==> src/rtl/core/cll_pkg.sv <==
// cll_pkg: shared constants and types for the cursor linked list block.
// Field widths, status codes, request kinds, datapath op codes and the
// condition bundle passed from the datapath to the sequencer. No dependencies.
package cll_pkg;

	// default store depth
	localparam int NODES_DEF = 16;

	// fixed field widths
	localparam int DATA_W   = 8;
	localparam int STATUS_W = 2;
	localparam int IDX_W    = 4;
	localparam int HEAD_W   = 5;

	// request kinds
	localparam logic REQ_INS = 1'b0;
	localparam logic REQ_DEL = 1'b1;

	// result status codes
	localparam logic [STATUS_W-1:0] ST_OK       = 2'd0;
	localparam logic [STATUS_W-1:0] ST_FULL     = 2'd1;
	localparam logic [STATUS_W-1:0] ST_NOTFOUND = 2'd2;

	// datapath op codes issued by the microcode
	localparam int OP_W = 3;
	localparam logic [OP_W-1:0] OP_IDLE = 3'd0;
	localparam logic [OP_W-1:0] OP_INS  = 3'd1;
	localparam logic [OP_W-1:0] OP_WALK = 3'd2;
	localparam logic [OP_W-1:0] OP_FREE = 3'd3;
	localparam logic [OP_W-1:0] OP_EMIT = 3'd4;

	// status flags the sequencer branches on
	typedef struct packed {
		logic beat_ins;
		logic beat_del;
		logic match;
		logic walk_more;
		logic out_busy;
	} cond_t;

endpackage

==> src/rtl/core/cursor_linked_list.sv <==
// cursor_linked_list: node store with one linked list and a free list.
// Datapath, link and byte RAMs, driven by the microcode in cll_seq.
// Depends on cll_pkg, cll_ram, cll_seq.
//
//  channel | dir | signals                      | payload
//  s_*     | in  | s_tvalid s_tready s_tdata    | s_tdata: data_value; s_tuser: req_type
//          |     | s_tuser                      |
//  m_*     | out | m_tvalid m_tready m_tdata    | status, node_index, list_head, free_head
//
// An insert passes through the INS and DONE steps to the result register; a
// delete walks the list, then passes through FREE when the byte is found, and
// then DONE; the walk visits one list node per WALK step, at least one and at
// most NODES, and reads one node from the link and byte RAMs per cycle.
// One request is in flight at a time; s_tready is high only in the idle step,
// which the sequencer re-enters after each result before the next beat can be taken.
// A result waiting in the output register does not block the next request;
// the block stalls only when a second result is ready before the first is taken.
// Reset: empty list, all nodes on the free list; link RAM entries read as their
// reset value through per-entry valid bits, so no clearing pass is needed.
module cursor_linked_list
	import cll_pkg::*;
#(
	parameter int NODES = NODES_DEF
) (
	input  logic                 clk,
	input  logic                 arst_n,
	input  logic                 s_tvalid,
	output logic                 s_tready,
	input  logic [DATA_W-1:0]    s_tdata,  // [7:0] data_value
	input  logic                 s_tuser,  // [0] req_type
	output logic                 m_tvalid,
	input  logic                 m_tready,
	output logic [15:0]          m_tdata   // [1:0] status, [5:2] node_index,
	                                       // [10:6] list_head, [15:11] free_head
);

	localparam int IW    = $clog2(NODES);
	localparam int LW    = $clog2(NODES + 1);
	localparam int SW    = $clog2(NODES + 1);
	localparam int SLOTS = 1 << IW;
	localparam logic [LW-1:0] NULL_LINK = LW'(NODES);

	function automatic logic is_node(input logic [LW-1:0] p);
		return p < NULL_LINK;
	endfunction

	logic [OP_W-1:0] op;
	cond_t           cond;

	// list registers
	logic [LW-1:0]       ls_q, fs_q;
	logic [SLOTS-1:0]    vld_q;
	logic                rd_vld_q;
	logic [IW-1:0]       rd_addr_q;
	logic                m_tvalid_q;

	// working registers of one request
	logic [DATA_W-1:0]   val_q;
	logic [LW-1:0]       cur_q, prev_q;
	logic [SW-1:0]       steps_q;
	logic [IW-1:0]       idx_q;
	logic [STATUS_W-1:0] status_q;
	logic [15:0]         m_tdata_q;

	// RAM ports
	logic [IW-1:0]       raddr, waddr;
	logic                next_we, byte_we;
	logic [LW-1:0]       next_wdata, next_rdata, next_rd, next_dflt;
	logic [DATA_W-1:0]   byte_rdata;

	logic                beat, match, walk_more, out_load;
	logic [SW-1:0]       steps_inc;

	cll_seq u_seq (
		.clk    (clk),
		.arst_n (arst_n),
		.cond   (cond),
		.op     (op)
	);

	cll_ram #(.WIDTH(LW), .DEPTH(NODES)) u_next_ram (
		.clk   (clk),
		.we    (next_we),
		.waddr (waddr),
		.wdata (next_wdata),
		.raddr (raddr),
		.rdata (next_rdata)
	);

	cll_ram #(.WIDTH(DATA_W), .DEPTH(NODES)) u_byte_ram (
		.clk   (clk),
		.we    (byte_we),
		.waddr (waddr),
		.wdata (val_q),
		.raddr (raddr),
		.rdata (byte_rdata)
	);

	// link read: unwritten entries read as their reset chain value
	always_comb begin
		next_dflt = (rd_addr_q == '0) ? NULL_LINK : LW'(rd_addr_q) - LW'(1);
		next_rd   = rd_vld_q ? next_rdata : next_dflt;
	end

	// handshakes and branch flags
	always_comb begin
		s_tready       = (op == OP_IDLE);
		beat           = s_tvalid && s_tready;
		steps_inc      = steps_q + SW'(1);
		match          = is_node(cur_q) && (byte_rdata == val_q);
		walk_more      = is_node(cur_q) && !match && is_node(next_rd)
		                 && (steps_inc < SW'(NODES));
		out_load       = (op == OP_EMIT) && (!m_tvalid_q || m_tready);
		cond.beat_ins  = beat && (s_tuser == REQ_INS);
		cond.beat_del  = beat && (s_tuser == REQ_DEL);
		cond.match     = match;
		cond.walk_more = walk_more;
		cond.out_busy  = m_tvalid_q && !m_tready;
	end

	// read address and write strobes per op
	always_comb begin
		raddr      = cur_q[IW-1:0];
		waddr      = cur_q[IW-1:0];
		next_we    = 1'b0;
		byte_we    = 1'b0;
		next_wdata = fs_q;
		case (op)
			OP_IDLE: begin
				raddr = (s_tuser == REQ_DEL) ? ls_q[IW-1:0] : fs_q[IW-1:0];
			end
			OP_INS: begin
				waddr      = fs_q[IW-1:0];
				next_wdata = ls_q;
				next_we    = is_node(fs_q);
				byte_we    = is_node(fs_q);
			end
			OP_WALK: begin
				raddr      = next_rd[IW-1:0];
				waddr      = prev_q[IW-1:0];
				next_wdata = next_rd;
				next_we    = match && is_node(prev_q);
			end
			OP_FREE: begin
				next_we = 1'b1;
			end
			default: begin
			end
		endcase
	end

	// list heads, valid bits and output handshake
	always_ff @(posedge clk or negedge arst_n) begin
		if (!arst_n) begin
			ls_q       <= NULL_LINK;
			fs_q       <= LW'(NODES - 1);
			vld_q      <= '0;
			rd_vld_q   <= 1'b0;
			m_tvalid_q <= 1'b0;
		end else begin
			rd_vld_q <= vld_q[raddr];
			if (next_we) begin
				vld_q[waddr] <= 1'b1;
			end
			case (op)
				OP_INS: begin
					if (is_node(fs_q)) begin
						ls_q <= fs_q;
						fs_q <= next_rd;
					end
				end
				OP_WALK: begin
					if (match && !is_node(prev_q)) begin
						ls_q <= next_rd;
					end
				end
				OP_FREE: begin
					fs_q <= cur_q;
				end
				default: begin
				end
			endcase
			if (out_load) begin
				m_tvalid_q <= 1'b1;
			end else if (m_tready) begin
				m_tvalid_q <= 1'b0;
			end
		end
	end

	// per-request working registers and result beat
	always_ff @(posedge clk) begin
		rd_addr_q <= raddr;
		case (op)
			OP_IDLE: begin
				if (beat) begin
					val_q    <= s_tdata;
					cur_q    <= ls_q;
					prev_q   <= NULL_LINK;
					steps_q  <= '0;
					idx_q    <= '0;
					status_q <= (s_tuser == REQ_DEL) ? ST_NOTFOUND : ST_FULL;
				end
			end
			OP_INS: begin
				if (is_node(fs_q)) begin
					idx_q    <= fs_q[IW-1:0];
					status_q <= ST_OK;
				end
			end
			OP_WALK: begin
				if (!match) begin
					prev_q  <= cur_q;
					cur_q   <= next_rd;
					steps_q <= steps_inc;
				end
			end
			OP_FREE: begin
				idx_q    <= cur_q[IW-1:0];
				status_q <= ST_OK;
			end
			default: begin
			end
		endcase
		if (out_load) begin
			m_tdata_q <= {HEAD_W'(fs_q), HEAD_W'(ls_q), IDX_W'(idx_q), status_q};
		end
	end

	assign m_tvalid = m_tvalid_q;
	assign m_tdata  = m_tdata_q;

	// one request at a time
	a_single: assert property (@(posedge clk) disable iff (!arst_n)
		beat |=> !s_tready)
		else $error("request accepted while another is in flight");

	// failed requests report node index zero
	a_idx_zero: assert property (@(posedge clk) disable iff (!arst_n)
		(m_tvalid && (m_tdata[1:0] != ST_OK)) |-> (m_tdata[5:2] == '0))
		else $error("node index set on a failed request");

	// list and free list never share their head node
	a_heads: assert property (@(posedge clk) disable iff (!arst_n)
		!(is_node(ls_q) && (ls_q == fs_q)))
		else $error("list head equals free head");

	// walk stays within the store size
	a_walk: assert property (@(posedge clk) disable iff (!arst_n)
		(op == OP_WALK) |-> (steps_q < SW'(NODES)))
		else $error("walk ran past the node count");

endmodule

==> src/rtl/core/cll_ram.sv <==
// cll_ram: generic single-write, single-read RAM with registered read data.
// Parameters set width and depth. No dependencies.
module cll_ram #(
	parameter int WIDTH = 8,
	parameter int DEPTH = 16
) (
	input  logic                     clk,
	input  logic                     we,
	input  logic [$clog2(DEPTH)-1:0] waddr,
	input  logic [WIDTH-1:0]         wdata,
	input  logic [$clog2(DEPTH)-1:0] raddr,
	output logic [WIDTH-1:0]         rdata
);

	logic [WIDTH-1:0] mem [DEPTH];

	// write port
	always_ff @(posedge clk) begin
		if (we) begin
			mem[waddr] <= wdata;
		end
	end

	// registered read port
	always_ff @(posedge clk) begin
		rdata <= mem[raddr];
	end

endmodule

==> src/rtl/core/cll_seq.sv <==
// cll_seq: microcode sequencer for the cursor linked list.
// A step counter indexes a read-only control table; each word issues one
// datapath op and picks the next step through two conditional jumps.
// Depends on cll_pkg.
module cll_seq
	import cll_pkg::*;
(
	input  logic            clk,
	input  logic            arst_n,
	input  cond_t           cond,
	output logic [OP_W-1:0] op
);

	localparam int STEP_W = 3;
	localparam int COND_W = 3;

	// step addresses
	localparam logic [STEP_W-1:0] S_IDLE = 3'd0;
	localparam logic [STEP_W-1:0] S_INS  = 3'd1;
	localparam logic [STEP_W-1:0] S_WALK = 3'd2;
	localparam logic [STEP_W-1:0] S_FREE = 3'd3;
	localparam logic [STEP_W-1:0] S_DONE = 3'd4;

	// jump conditions
	localparam logic [COND_W-1:0] C_NEVER     = 3'd0;
	localparam logic [COND_W-1:0] C_BEAT_INS  = 3'd1;
	localparam logic [COND_W-1:0] C_BEAT_DEL  = 3'd2;
	localparam logic [COND_W-1:0] C_MATCH     = 3'd3;
	localparam logic [COND_W-1:0] C_WALK_MORE = 3'd4;
	localparam logic [COND_W-1:0] C_OUT_BUSY  = 3'd5;

	typedef struct packed {
		logic [OP_W-1:0]   op;
		logic [COND_W-1:0] cond_a;
		logic [STEP_W-1:0] tgt_a;
		logic [COND_W-1:0] cond_b;
		logic [STEP_W-1:0] tgt_b;
		logic [STEP_W-1:0] tgt_n;
	} ctrl_t;

	// control program
	function automatic ctrl_t rom(input logic [STEP_W-1:0] pc);
		ctrl_t w;
		case (pc)
			S_IDLE:  w = '{OP_IDLE, C_BEAT_INS, S_INS, C_BEAT_DEL, S_WALK, S_IDLE};
			S_INS:   w = '{OP_INS, C_NEVER, S_DONE, C_NEVER, S_DONE, S_DONE};
			S_WALK:  w = '{OP_WALK, C_MATCH, S_FREE, C_WALK_MORE, S_WALK, S_DONE};
			S_FREE:  w = '{OP_FREE, C_NEVER, S_DONE, C_NEVER, S_DONE, S_DONE};
			S_DONE:  w = '{OP_EMIT, C_OUT_BUSY, S_DONE, C_NEVER, S_IDLE, S_IDLE};
			default: w = '{OP_IDLE, C_NEVER, S_IDLE, C_NEVER, S_IDLE, S_IDLE};
		endcase
		return w;
	endfunction

	// condition select
	function automatic logic test(input logic [COND_W-1:0] code, input cond_t c);
		logic r;
		case (code)
			C_BEAT_INS:  r = c.beat_ins;
			C_BEAT_DEL:  r = c.beat_del;
			C_MATCH:     r = c.match;
			C_WALK_MORE: r = c.walk_more;
			C_OUT_BUSY:  r = c.out_busy;
			default:     r = 1'b0;
		endcase
		return r;
	endfunction

	logic [STEP_W-1:0] pc_q;
	logic [STEP_W-1:0] pc_d;
	ctrl_t             word;

	// decode the current word and pick the next step
	always_comb begin
		word = rom(pc_q);
		op   = word.op;
		if (test(word.cond_a, cond)) begin
			pc_d = word.tgt_a;
		end else if (test(word.cond_b, cond)) begin
			pc_d = word.tgt_b;
		end else begin
			pc_d = word.tgt_n;
		end
	end

	// step counter
	always_ff @(posedge clk or negedge arst_n) begin
		if (!arst_n) begin
			pc_q <= S_IDLE;
		end else begin
			pc_q <= pc_d;
		end
	end

endmodule
==> config.mk <==
export PLATFORM = sky130hd
export DESIGN_NAME = cursor_linked_list
export DESIGN_NICKNAME = d
export VERILOG_FILES = /design/src/rtl/core/cll_pkg.sv /design/src/rtl/core/cursor_linked_list.sv /design/src/rtl/core/cll_ram.sv /design/src/rtl/core/cll_seq.sv
export SDC_FILE = /design/constraint.sdc
export NUM_CORES = 1
export LEC_CHECK = 0
export BUFFER_PORTS_ARGS = -buffer_cell sky130_fd_sc_hd__buf_2
export CAP_MARGIN = 20
export CORE_MARGIN = 4
export CORE_UTILIZATION = 58
export CTS_CLUSTER_SIZE = 24
export DETAILED_ROUTE_END_ITERATION = 8
export MAX_ROUTING_LAYER = met4
export PLACE_DENSITY = 0.75
export REMOVE_ABC_BUFFERS = 1
export SYNTH_ARGS = -nofsm -noshare
export SYNTH_HDL_FRONTEND = slang
export SYNTH_HIERARCHICAL = 1
export SYNTH_SLANG_ARGS = --single-unit
==> constraint.sdc <==
create_clock -name clk -period 5.2 [get_ports clk]
set_input_delay 1.04 -clock clk [delete_from_list [all_inputs] [get_ports clk]]
set_output_delay 1.04 -clock clk [all_outputs]
set_load 0.005 [all_outputs]
* Word-level counts from Yosys, hierarchy flattened
Memories as Yosys holds them, arrays and structs flattened. A register that Yosys moved wholly into a read port is not among the register bits.
Index checks and enable logic that the tools add are counted.
** Storage, ports and cells
- Memories :: 2
- Output and inout port bits :: 18
- RAM bits :: 208
- Register bits :: 80
- Logic and storage cells :: 126
- Input port bits :: 13
** Memories
- u_byte_ram.mem :: depth 16, bits a word 8, read ports 1, clocked after Yosys merged registers in 1, write ports 1, RTL line cll_ram.sv:15 : logic [WIDTH-1:0] mem [DEPTH];
- u_next_ram.mem :: depth 16, bits a word 5, read ports 1, clocked after Yosys merged registers in 1, write ports 1, RTL line cll_ram.sv:15
** Operators by class
- Order comparisons :: 8
- Equality and inequality tests :: 23
- Multiplexer cells :: 45
- Bitwise logic cells :: 2
- Reduce and logical (&&, ||, !) cells :: 30
- Add/subtract/negate cells :: 2
** Operator list (count)
- 18-bit case mux with 5 select lines :: 1
- 5-bit case mux with 2 select lines :: 6
- 5-bit two-way mux :: 11
- 5-bit < comparator, second input constant :: 5
- 3-bit by 2-bit equality test with 1-bit output, second input constant :: 8
- 3-bit equality test, second input constant :: 6
- 16-bit OR :: 1
- 4-bit case mux with 2 select lines :: 2
- 3-bit by 1-bit equality test with 1-bit output, second input constant :: 4
- 1-bit logical AND :: 12
- 4-bit two-way mux :: 3
- 4-bit case mux with 3 select lines :: 1
- 4-bit by 5-bit < comparator with 1-bit output, second input constant :: 2
- 1-bit two-way mux :: 10
- 1-bit case mux with 5 select lines :: 2
- 3-bit AND reduction :: 3
- 8-bit equality test :: 1
- 2-bit nonzero test :: 4
- 3-bit zero test :: 2
- 2-bit two-way mux :: 3
- 3-bit two-way mux :: 2
- 2-bit != test, second input constant :: 3
- 2-bit case mux with 3 select lines :: 1
- 5-bit by 1-bit adder with 5-bit output, second input constant :: 1
- 12 further kinds :: 16

* Logic depth before layout (Yosys ltp)
- Depth in word-level cells :: 10
- Mapped depth :: 14

* By module
Netlist, hierarchy kept.
** By module, submodules not included
- cll_ram (u_byte_ram) :: area each 5147.4 um2, times used 1, cells each 229, sequential area each 4003.8 um2
- cursor_linked_list :: area each 3784.9 um2, times used 1, cells each 327, sequential area each 2138.3 um2
- cll_ram (u_next_ram) :: area each 3213.1 um2, times used 1, cells each 155, sequential area each 2502.4 um2
- cll_seq :: area each 222.7 um2, times used 1, cells each 27, sequential area each 75.1 um2

* Worst setup path before layout
No wires, ideal clock.
- Path kind :: register to register
- From :: register u_seq.pc_q[1]
- To :: memory u_byte_ram.mem[0][0], enable pin
- Setup slack :: 1.943 ns
- Arrival time :: 2.874 ns
- Setup time :: 0.383 ns
- Data required time :: 4.817 ns
- Path buffers :: 2
- Stages on the path, launching flop included :: 11
- Cells stage by stage :: dfrtp_1 -> buf_2 -> nor2b_1 -> buf_2 -> inv_1 -> nand2_1 -> a21oi_2 -> o22ai_1 -> inv_1 -> or3b_2 -> nor3_1
** Between the ends
- Elaborated cells on any way between the ends :: 12
- Those cells by class :: eq/ne: 6; mux: 5; reduce/logical: 1
** RTL lines
- start, declared :: RTL line cll_seq.sv:69 : logic [STEP_W-1:0] pc_q;
- start signal, assigned :: RTL line cll_seq.sv:91 : pc_q <= pc_d;
- 3-bit equality test (tied with other cells) :: RTL line cll_seq.sv:44 : case (pc)
- 18-bit case mux with 5 select lines (*) :: RTL line cll_seq.sv:44
- net op[1] :: RTL line cursor_linked_list.sv:47 : logic [OP_W-1:0] op;
- 3-bit by 2-bit equality test with 1-bit output or 3-bit by 1-bit equality test with 1-bit output (tied branches) :: RTL line cursor_linked_list.sv:128 : case (op)
- 4-bit case mux with 2 select lines (*) :: RTL line cursor_linked_list.sv:128
- net waddr[2] :: RTL line cursor_linked_list.sv:66 : logic [IW-1:0] raddr, waddr;
- end, declared :: RTL line cll_ram.sv:15
The timed path passes the listed nets; every way through them passes the cells marked *.

* Final worst setup path
- From :: register u_seq.pc_q[0]
- To :: memory u_byte_ram.mem[9][2], enable pin
Same word-level chain as after synthesis.

==> results.json <==
{
  "worstSetupStartpointType": "register",
  "worstHoldPathType": "reg -> reg",
  "postCtsSetupBuffers": 0,
  "layout_common_cells": "edfxtp_1, nor2_1, mux4_2, clkbuf_16, buf_2",
  "ant_nets": 0,
  "cts-root-buf": "clkbuf_16",
  "post_cts_resized": 0,
  "synth_edf_count": 253,
  "place_inst": 1025,
  "wire_per_inst_um": 23.5,
  "synth_area_leaders": "edfxtp_1, mux4_2, dfrtp_1",
  "wl_um": 25400,
  "grt_pass1_wl_um": 40200,
  "postPlaceCellArea_um2": 12800,
  "arrival_ns": 4.22,
  "area_growth_pct": 10.9,
  "clk_pin_slew_ns": 0.06,
  "fmax_mhz": 246,
  "path_class": "reg -> reg",
  "synth_area_um2": 12400,
  "drt-initial-drc-count": 619,
  "coreArea_um2": 21000,
  "path_cells": "inv_1 > nor2_1 > nand2_1 > a21oi_2 > o22ai_1 > inv_1 > nand2b_1 > nor2_1",
  "drc": 0,
  "final_cell_area_um2": 13700,
  "syn_area_per_cell_um2": 16.8,
  "antenna_found_initial": 0,
  "routed_via_density": 6.32,
  "synth_top_area_cell": "edfxtp_1",
  "cts.path.max_buffers": 3,
  "busiest_layer": "met2",
  "die_area_um2": 23700,
  "cts.sinks": 301,
  "hold_slack_ns": 0.419,
  "p_leak_nw": 4.66,
  "grtUsageMet1": 0.307,
  "cap_violations": 0,
  "overflow": 0,
  "tns_ns": 0,
  "start_util": 0.588,
  "ctsHoldBuffers": 0,
  "globalplace.congestion": 0.922,
  "drive_gt1_frac": 0.210,
  "cp_max_fo": 16,
  "nFillCells": 1431,
  "post-route-period-util": 0.783,
  "ctsHtreeMaxLevel": 1,
  "fp.dieW_um": 154,
  "place.detailed.hpwl_um": 17000,
  "cp.required_ns": 5.35,
  "p_per_area_nw_per_um2": 632,
  "post-place-ws_ns": 1.19,
  "cp_num_buf_inv": 2,
  "layout_setup_ws_ns": 1.13,
  "setup-violations-final": 0,
  "gr-usage-met2": 0.361,
  "grt_pass1_vias": 7059,
  "io_buffers": 30,
  "finalPower_mw": 8.67,
  "clock_skew_ns": 0.0141,
  "async_flop_share": 0.103,
  "ios": 31,
  "die_h_um": 154,
  "grt_max_degree": 35,
  "final.min_clock_period_ns": 4.07,
  "ys_seq_elements": 301,
  "layout.nets": 798,
  "crit_family": "simple AND/OR/NAND/NOR gates",
  "dr.pass1.iters": 5,
  "yosys.area.top_type_share": 0.614,
  "hold_violations": 0,
  "vias": 6836,
  "endpoint_kind": "register",
  "crit_path_max_incr_delay_ns": 0.81,
  "peakVddDrop_v": 0.000326,
  "relSlewSlack": 0.317,
  "antenna_cells": 0,
  "met3_usage": 0.0346,
  "synthCells": 738,
  "final_common_cell": "edfxtp_1",
  "worst_pin_slew_ns": 1.02,
  "rows": 53,
  "final_max_slew_viol_count": 0,
  "ys_types": 73,
  "worstSkewPairLatency_ns": 0.54,
  "rsz0062_at_grt": "false",
  "grt.total_usage": 0.224,
  "fin_util": 0.653,
  "synth-seq-area-share": 0.705,
  "outcome": "completed",
  "cts_tree": "built",
  "final_cells": 1081,
  "ys.flop_type": "edfxtp_1",
  "yosysWarningCount": 6,
  "numCtsBuffers": 30,
  "critPathSlowestCell": "nor2_1"
}
synthesized netlist by cell type, types with 11 or more instances:
cell      count
a21oi_1      14
nand2b_1     11
edfxtp_1    253
nand2_1      29
a31o_2       16
nor2_1       72
nand3_1      21
nor2b_1      11
nor3_1       15
o22a_1       12
a22oi_1      28
o21ai_0      13
dfxtp_1      17
dfrtp_1      26
mux4_2       38
mux4_1       14
path summary, 6_finish.rpt:
check / from / to / slack (ns) / cells after the start
max in group asynchronous: arst_n / rd_vld_q / 4.16 / 1
worst max register to register: u_seq/pc_q[0] / u_byte_ram/mem[9][2] / 1.13 / 8
min in group asynchronous: arst_n / m_tvalid / 0.56 / 1
worst min-delay path: idx_q[3] / m_tdata[5] / 0.42 / 0
worst min register to register: idx_q[3] / m_tdata[5] / 0.42 / 0
worst max-delay path: u_seq/pc_q[0] / u_byte_ram/mem[9][2] / 1.13 / 8
area by class of cell:
cell class / count / area, µm² / area share
flip-flops and latches: 301 / 8720 / 0.636
repair buffers: 44 / 268 / 0.0195
inverters: 12 / 46.3 / 0.00337
well taps: 275 / 344 / 0.0251
clock inverters: 10 / 52.6 / 0.00383
multi-input cells: 393 / 3400 / 0.248
clock buffers: 46 / 883 / 0.0644
flip-flops by register name, indices dropped and copies added (netlist names):
register / cells
m_tdata: 16
vld_q: 16
u_next_ram/rdata: 5
u_byte_ram/rdata: 8
cur_q: 5
prev_q: 5
rd_addr_q: 4
m_tvalid: 1
u_byte_ram/mem: 128
rd_vld_q: 1
ls_q: 5
steps_q: 5
val_q: 8
u_next_ram/mem: 80
idx_q: 4
fs_q: 5
status_q: 2
u_seq/pc_q: 3
where the power goes:
group,internal (mW),switching [mW],leakage (nW)
Combinational,1.32,1.84,1.39
Sequential,3.19,0.324,2.81
Clock,1.17,0.833,0.466
per-layer routing:
metal / wire length (µm) / vias to the layer above
li1: - / 3016
met1: 10100 / 3469
met2: 12700 / 309
met3: 2110 / 42
met4: 448 / 0
met5: 0 / -
kinds of logic (layout without fill, tap and decap cells):
logic type | after synthesis | count (layout) | synth area share
adder cells (fa/ha/maj) | 3 | 3 | 0.00304
AO/OA/AOI/OAI | 116 | 116 | 0.0714
AND/OR/NAND/NOR | 197 | 197 | 0.0815
flip-flops | 301 | 301 | 0.705
buffers and inverters | 44 | 112 | 0.0201
XOR/XNOR | 11 | 11 | 0.00779
multiplexers | 66 | 66 | 0.111
Note: power is estimated with default switching activity, not from simulation.
